### src/sv/lud_pkg.sv
// ----------------------------------------------------------------------------
// lud_pkg
// Shared types, codes and defaults of the LU decomposition unit.
// ----------------------------------------------------------------------------
package lud_pkg;

  localparam int MAX_SIZE_DEF   = 8;
  localparam int DATA_WIDTH_DEF = 32;

  localparam int CFG_W   = 4;
  localparam int OP_W    = 2;
  localparam int IDX_W   = 3;
  localparam int VAL_W   = 32;
  localparam int STAT_W  = 2;
  localparam int FRAC_W  = 16;

  localparam logic [CFG_W-1:0] CFG_SIZE_RESET = 4'd8;

  localparam logic [OP_W-1:0] OP_LOAD   = 2'd0;
  localparam logic [OP_W-1:0] OP_DECOMP = 2'd1;
  localparam logic [OP_W-1:0] OP_READ   = 2'd2;
  localparam logic [OP_W-1:0] OP_NONE   = 2'd3;

  localparam logic [STAT_W-1:0] ST_OK         = 2'd0;
  localparam logic [STAT_W-1:0] ST_ZERO_PIVOT = 2'd1;
  localparam logic [STAT_W-1:0] ST_SATURATED  = 2'd2;

  typedef enum logic [3:0] {
    S_IDLE,
    S_PIV_RD,
    S_PIV_CAP,
    S_COL_RD,
    S_COL_DIV,
    S_DIV_WAIT,
    S_COL_WR_L,
    S_COL_WR_U,
    S_UPD_RD,
    S_UPD_MUL,
    S_UPD_WR,
    S_FINISH,
    S_RESP
  } state_t;

  typedef struct packed {
    logic item_start;
    logic load_we;
    logic read_req;
    logic dec_start;
    logic piv_rd;
    logic piv_cap;
    logic col_init;
    logic col_rd;
    logic div_start;
    logic l_wr;
    logic u_wr;
    logic i_inc;
    logic upd_init;
    logic upd_rd;
    logic mul_en;
    logic a_wr;
    logic j_rst;
    logic j_inc;
    logic k_inc;
    logic commit;
    logic out_load;
  } cmd_t;

  typedef struct packed {
    logic k_end;
    logic i_end;
    logic j_end;
    logic piv_zero;
    logic div_done;
  } sts_t;

endpackage

### src/sv/lud_controller.sv
// ----------------------------------------------------------------------------
// lud_controller
// Sequencer for load, read and the pivot / column / update loops.
// ----------------------------------------------------------------------------
module lud_controller (
  input  logic                        clk,
  input  logic                        rst_n,
  input  logic                        in_valid,
  input  logic [lud_pkg::OP_W-1:0]    in_operation,
  input  logic                        out_ready,
  input  lud_pkg::sts_t               sts,
  output logic                        in_ready,
  output logic                        out_valid,
  output lud_pkg::cmd_t               cmd
);

  lud_pkg::state_t state_r, state_nxt;
  logic out_valid_r;

  always_ff @(posedge clk) begin
    if (!rst_n) begin
      state_r     <= lud_pkg::S_IDLE;
      out_valid_r <= 1'b0;
    end else begin
      state_r <= state_nxt;
      if (cmd.out_load)     out_valid_r <= 1'b1;
      else if (out_ready)   out_valid_r <= 1'b0;
    end
  end

  always_comb begin
    state_nxt = state_r;
    cmd       = '0;
    in_ready  = 1'b0;
    case (state_r)
      lud_pkg::S_IDLE: begin
        in_ready = 1'b1;
        if (in_valid) begin
          cmd.item_start = 1'b1;
          state_nxt      = lud_pkg::S_RESP;
          case (in_operation)
            lud_pkg::OP_LOAD:   cmd.load_we = 1'b1;
            lud_pkg::OP_READ:   cmd.read_req = 1'b1;
            lud_pkg::OP_DECOMP: begin
              cmd.dec_start = 1'b1;
              state_nxt     = lud_pkg::S_PIV_RD;
            end
            default: ;
          endcase
        end
      end
      lud_pkg::S_PIV_RD: begin
        cmd.piv_rd = 1'b1;
        state_nxt  = lud_pkg::S_PIV_CAP;
      end
      lud_pkg::S_PIV_CAP: begin
        cmd.piv_cap = 1'b1;
        if (sts.k_end) begin
          state_nxt = lud_pkg::S_FINISH;
        end else begin
          cmd.col_init = 1'b1;
          state_nxt    = lud_pkg::S_COL_RD;
        end
      end
      lud_pkg::S_COL_RD: begin
        cmd.col_rd = 1'b1;
        state_nxt  = lud_pkg::S_COL_DIV;
      end
      lud_pkg::S_COL_DIV: begin
        if (sts.piv_zero) begin
          state_nxt = lud_pkg::S_COL_WR_L;
        end else begin
          cmd.div_start = 1'b1;
          state_nxt     = lud_pkg::S_DIV_WAIT;
        end
      end
      lud_pkg::S_DIV_WAIT: begin
        if (sts.div_done) state_nxt = lud_pkg::S_COL_WR_L;
      end
      lud_pkg::S_COL_WR_L: begin
        cmd.l_wr  = 1'b1;
        state_nxt = lud_pkg::S_COL_WR_U;
      end
      lud_pkg::S_COL_WR_U: begin
        cmd.u_wr = 1'b1;
        if (sts.i_end) begin
          cmd.upd_init = 1'b1;
          state_nxt    = lud_pkg::S_UPD_RD;
        end else begin
          cmd.i_inc = 1'b1;
          state_nxt = lud_pkg::S_COL_RD;
        end
      end
      lud_pkg::S_UPD_RD: begin
        cmd.upd_rd = 1'b1;
        state_nxt  = lud_pkg::S_UPD_MUL;
      end
      lud_pkg::S_UPD_MUL: begin
        cmd.mul_en = 1'b1;
        state_nxt  = lud_pkg::S_UPD_WR;
      end
      lud_pkg::S_UPD_WR: begin
        cmd.a_wr  = 1'b1;
        state_nxt = lud_pkg::S_UPD_RD;
        if (!sts.j_end) begin
          cmd.j_inc = 1'b1;
        end else if (!sts.i_end) begin
          cmd.j_rst = 1'b1;
          cmd.i_inc = 1'b1;
        end else begin
          cmd.k_inc = 1'b1;
          state_nxt = lud_pkg::S_PIV_RD;
        end
      end
      lud_pkg::S_FINISH: begin
        cmd.commit = 1'b1;
        state_nxt  = lud_pkg::S_RESP;
      end
      lud_pkg::S_RESP: begin
        if (!out_valid_r || out_ready) begin
          cmd.out_load = 1'b1;
          state_nxt    = lud_pkg::S_IDLE;
        end
      end
      default: state_nxt = lud_pkg::S_IDLE;
    endcase
  end

  assign out_valid = out_valid_r;

endmodule

### config.mk
export PLATFORM = sky130hd
export DESIGN_NAME = lud_controller
export DESIGN_NICKNAME = d
export VERILOG_FILES = /design/src/sv/lud_pkg.sv /design/src/sv/lud_controller.sv
export SDC_FILE = /design/constraint.sdc
export NUM_CORES = 1
export LEC_CHECK = 0
export BUFFER_PORTS_ARGS = -buffer_cell sky130_fd_sc_hd__buf_4
export CORE_UTILIZATION = 24
export CTS_CLUSTER_SIZE = 24
export DETAILED_ROUTE_END_ITERATION = 10
export GPL_ROUTABILITY_DRIVEN = 1
export GPL_TIMING_DRIVEN = 1
export PLACE_DENSITY = 0.56
export SLEW_MARGIN = 20
export SYNTH_ARGS = -nofsm -noshare
export SYNTH_HDL_FRONTEND = slang
export SYNTH_SLANG_ARGS = --single-unit
### constraint.sdc
create_clock -name clk -period 2.3 [get_ports clk]
set_input_delay 0.46 -clock clk [delete_from_list [all_inputs] [get_ports clk]]
set_output_delay 0.46 -clock clk [all_outputs]
set_load 0.005 [all_outputs]
### Yosys cells after proc, flatten, opt, wreduce, memory -nomap -nowiden

Index checks and enable logic that the tools add are counted.

| word-level totals | value |
|---|---|
| bits in registers | 5 |
| input port bits | 11 |
| output and inout bits | 23 |
| logic and storage cells | 64 |

| cells by class | value |
|---|---|
| eq/ne operators | 17 |
| multiplexer cells | 39 |
| reductions and logical operators | 6 |

Operators with widths:

| operator | number |
|---|---|
| 4-bit case mux with 13 select lines | 1 |
| 4-bit two-way mux | 11 |
| 1-bit two-way mux | 24 |
| 4-bit equality test, second input constant | 5 |
| 4-bit by 3-bit equality test with 1-bit output, second input constant | 4 |
| 4-bit by 2-bit equality test with 1-bit output, second input constant | 2 |
| 2-bit != test, second input constant | 3 |
| 4-bit by 1-bit equality test with 1-bit output, second input constant | 1 |
| 4-bit logical NOT | 1 |
| 2-bit two-way mux | 2 |
| 3-bit AND reduction | 1 |
| 2-bit by 1-bit equality test with 1-bit output, second input constant | 1 |
| 2-bit equality test, second input constant | 1 |
| 2-bit logical NOT | 1 |
| 1-bit case mux with 2 select lines | 1 |
| 2-bit nonzero test | 1 |
| 1-bit logical NOT | 1 |
| 1-bit logical OR | 1 |

### Longest topological paths before layout

| depth | value |
|---|---|
| word-level depth | 5 |
| gate-level depth with buffers | 5 |

### Worst setup path after synthesis

OpenSTA, ideal clock, no wires.

| timing path | value |
|---|---|
| path kind | register to output |
| start point | reg state_r[2] |
| end point | out cmd[18] (netlist bit) |
| arrival | 1.149 ns |
| path slack | 0.691 ns |
| stages on the path, launching flop included | 6 |
| path buffers | 1 |
| path through | dfxtp_1 -> or2_1 -> buf_6 -> nor2_2 -> nand2_1 -> nor3b_1 |

RTL lines:

| item | RTL line | text |
|---|---|---|
| from (decl) | lud_controller.sv:17 | `lud_pkg::state_t state_r, state_nxt;` |
| from (signal assigned) | lud_controller.sv:22 | `state_r <= lud_pkg::S_IDLE;` |
| from (signal assigned) | lud_controller.sv:25 | `state_r <= state_nxt;` |
| to (decl) | lud_controller.sv:14 | `output lud_pkg::cmd_t cmd` |

==> results.txt <==
The routed design could run at a clock period as short as 2.16 ns. The switching share of total power is 0.470. The layer with the highest usage after global routing is met2. In this run the worst path has a maximum fanout of 15. Counting flops and latches in the post-synthesis netlist gives 5. The synthesized design contains 0 enable-type register cells. The starting utilization of the core area is 0.257, and the routability congestion estimate from global placement is 0.788.

The master of the slowest instance on the critical path is dfxtp_1. Number of hold violations in the final report: 0. The detailed-route via count came out at 712.

The tools report the design internal power as 503 uW. Summed over all layers, the global routing overflow is 0. The via count of the first global-routing pass came out at 648. Leaving out fill and tap cells, the most frequent cells in the layout are buf_4 (33), nor2_1 (14), nand2_1 (9). The largest single stage delay on the critical path is 0.43 ns.

Total clock buffers created by CTS: 3. The final cell utilization of the core is 0.377, and the number of buffers inserted by post-CTS setup repair is 0. The run gives 2230 sq um as the core region area. The post-synthesis instance area was 573 sq um; the static power due to leakage was 0.000388 uW.

The tools report the met3 routing resource usage after global routing as 0.0238. The run finished with clean final reports. For the final antenna diode count, the log shows 0. The number of buffer and inverter stages on the critical path is 1. Most used flip-flop cell after synthesis: dfxtp_1. dfxtp_1 takes more of the synthesized area than any other cell.

The actual transition at the worst max-transition pin is 0.453 ns, and the total length of routed wires is 1710 um. The gate count of the mapped netlist was 86. Leaving out fill and tap cells, the most frequent cell in the layout is buf_4. The worst setup path is captured at an output port. At the worst endpoint, the arrival time is 1.70 ns.

After detailed routing, the number of remaining DRC violations is 0. The portion of synthesized cell area occupied by the leading cell type works out to 0.175. Across all hold checks on the routed design, the worst slack comes to 0.476 ns.

The aggregate global-route resource usage was 0.137. The proportion of synthesized chip area in sequential cells was 0.175. The first detailed-routing pass ran for 4 iterations.

Setup violations remaining at the end of the flow were counted as 0. The headroom to the max-slew limit is 0.698. The share of power burned in combinational logic is 0.643, and the die footprint is 2590 sq um. The share of the clock period used by the worst path came out at 0.939. The tightest min-delay check is of the input pin to flip-flop type. In the post-synthesis netlist, the biggest area contributors are dfxtp_1 (17%), nor2_1 (9.2%), nand2b_1 (7.6%), nand2_1 (5.9%), nor3_1 (5.2%). The power share of the clock group was 0.107. Setup repair after global routing left no endpoint under its margin.

Using the TritonRoute via totals, the vias-per-cell ratio works out to 4.91. The later pin in the worst-skew pair is clocked with a latency of 0.24 ns. The fraction of layout instances using a drive strength above 1 is 0.333.

The share of flip-flops with an asynchronous set or reset is 0, and the worst-case clock skew is 0.000296 ns. When the netlist entered floorplanning its net count stood at 97. The tree built by TritonCTS fans out to 5 sinks.

Averaged over all synthesized cells, the footprint is 6.66 sq um. The Yosys step of the flow raised 0 warnings. The count of buffers added on input and output ports is 33.

Walking the worst path, the cells encountered are or2_1 > nor2_2 > nand2_1 > nor3b_1 > buf_4. The fraction of met2 tracks used by global routing came out at 0.222. The starting DRC count in detailed routing was 17. The detailed placement HPWL was 1320 um; the vertical die dimension was 50.9 um. In this run the clock root is driven by a clkbuf_4.

The logs give 16 for the pin count of the biggest net entering global routing and 1.84 ns for the worst path required time. In this run the remaining antenna-violating nets after routing total 0. For the number of H-tree branching levels, the log shows 1.

The net switching power of the design is 446 uW, and the clock-pin slew on the worst setup and hold paths is 0.04 ns. Derived from the worst setup path, the maximum achievable clock frequency is 0.463 GHz. The logs give 0.250 for the part of the power in registers and 2700 um for the global-route wire length before repair. TritonCTS built the clock tree.

After layout, the design draws a total of 949 uW. The area added between synthesis and finish works out to 46.9%. The logs give 0.000587 V for the maximum VDD drop and 29 for the number of different library cells in the post-synthesis netlist. The worst setup path is launched from a flip-flop. Max-cap violations in this run came to 0. The logs give 0 for the number of antenna violations at the first check in global routing and 2 for the maximum buffer depth of the clock tree. The critical path in this run is classified as flip-flop to output port. The die is 50.9 um wide. For this design the ratio of total power to cell area is 1130 nW/um^2.

Adding up every negative setup slack in the final design gives 0 ns. The row count is 17, and the post-detailed-route wirelength per cell is 11.8 um. The tools report the global routing usage on met1 as 0.172. The count of nets after finishing is 129. Broken down by cell family, the worst path's largest delay share belongs to simple AND/OR/NAND/NOR gates. The run gives 0 as the final number of max-transition violations. 34 I/O pins were placed.
-- worst paths after layout --
| kind | slack (ns) | end | start | cells past startpoint |
|---|---|---|---|---|
| setup / recovery | 0.14 | cmd[18] | state_r[2] | 5 |
| setup reg to reg | 0.61 | state_r[3] | state_r[3] | 4 |
| hold / removal | 0.48 | state_r[0] | rst_n | 3 |
| hold reg to reg | 0.58 | out_valid | out_valid | 2 |
-- registers in the layout, indices dropped and copies added (netlist names) --
name	cells
state_r	4
out_valid	1
-- repair_timing --
action	CTS	global route
hold buffers	0	0
resized for setup	0	1
setup endpoints to repair	0	1
-- cells in the mapped netlist (all sizes together), types with 2 or more instances --
| cell | number |
|---|---|
| nor2b | 4 |
| nor3 | 6 |
| inv | 5 |
| nand2b | 7 |
| nor2 | 15 |
| nand4bb | 2 |
| a22o | 2 |
| a21oi | 3 |
| or2 | 2 |
| dfxtp | 5 |
| nand2 | 9 |
| buf | 6 |
| o21ai | 3 |
| o32ai | 2 |
| o22ai | 3 |
| and3 | 2 |
-- routing by layer --
layer	routed length, um	vias to the layer above
met1	801	318
met2	785	27
met4	11	0
li1	-	365
met3	109	2
met5	0	-
-- cells by family (layout without fill, tap and decap cells) --
| logic type | count (synthesis) | after routing | synth area share |
|---|---|---|---|
| and+or+nand+nor | 50 | 50 | 0.459 |
| AOI/OAI and AO/OA | 20 | 20 | 0.260 |
| buffers and inverters | 11 | 42 | 0.107 |
| DFF | 5 | 5 | 0.175 |
-- power groups by stage --
stage          sequential, uW  combinational, uW  clock, uW
6_report                  237                610        102
5_1_grt                   255                678        106
4_1_cts                   233                605        105
3_5_place_dp              235                601          0
3_3_place_gp              229                604          0
2_1_floorplan             151                529          0
-- tightest hold or removal path, stage by stage --
cell and delay [ns]:
buf_4 0.11, nand2_1 0.04, o21ai_1 0.07
-- stage by stage --
| stage | instance area (sq um) | worst slack (ns) | instances |
|---|---|---|---|
| floorplan | 573 | 0.691 | 86 |
| global placement | 813 | 0.465 | 141 |
| detailed placement | 813 | 0.399 | 141 |
| CTS | 840 | 0.132 | 145 |
| global route | 842 | 0.0137 | 145 |
| finish | 842 | 0.141 | 145 |
-- final cells by class --
class | instances | area [sq um]
flip-flops and latches | 5 | 100
clock buffers | 4 | 26.3
well taps | 28 | 35.0
inverters | 5 | 18.8
repair buffers | 33 | 248
multi-input cells | 70 | 414
fillers | 251 | 1390
Note: power is estimated with default switching activity, not from simulation.
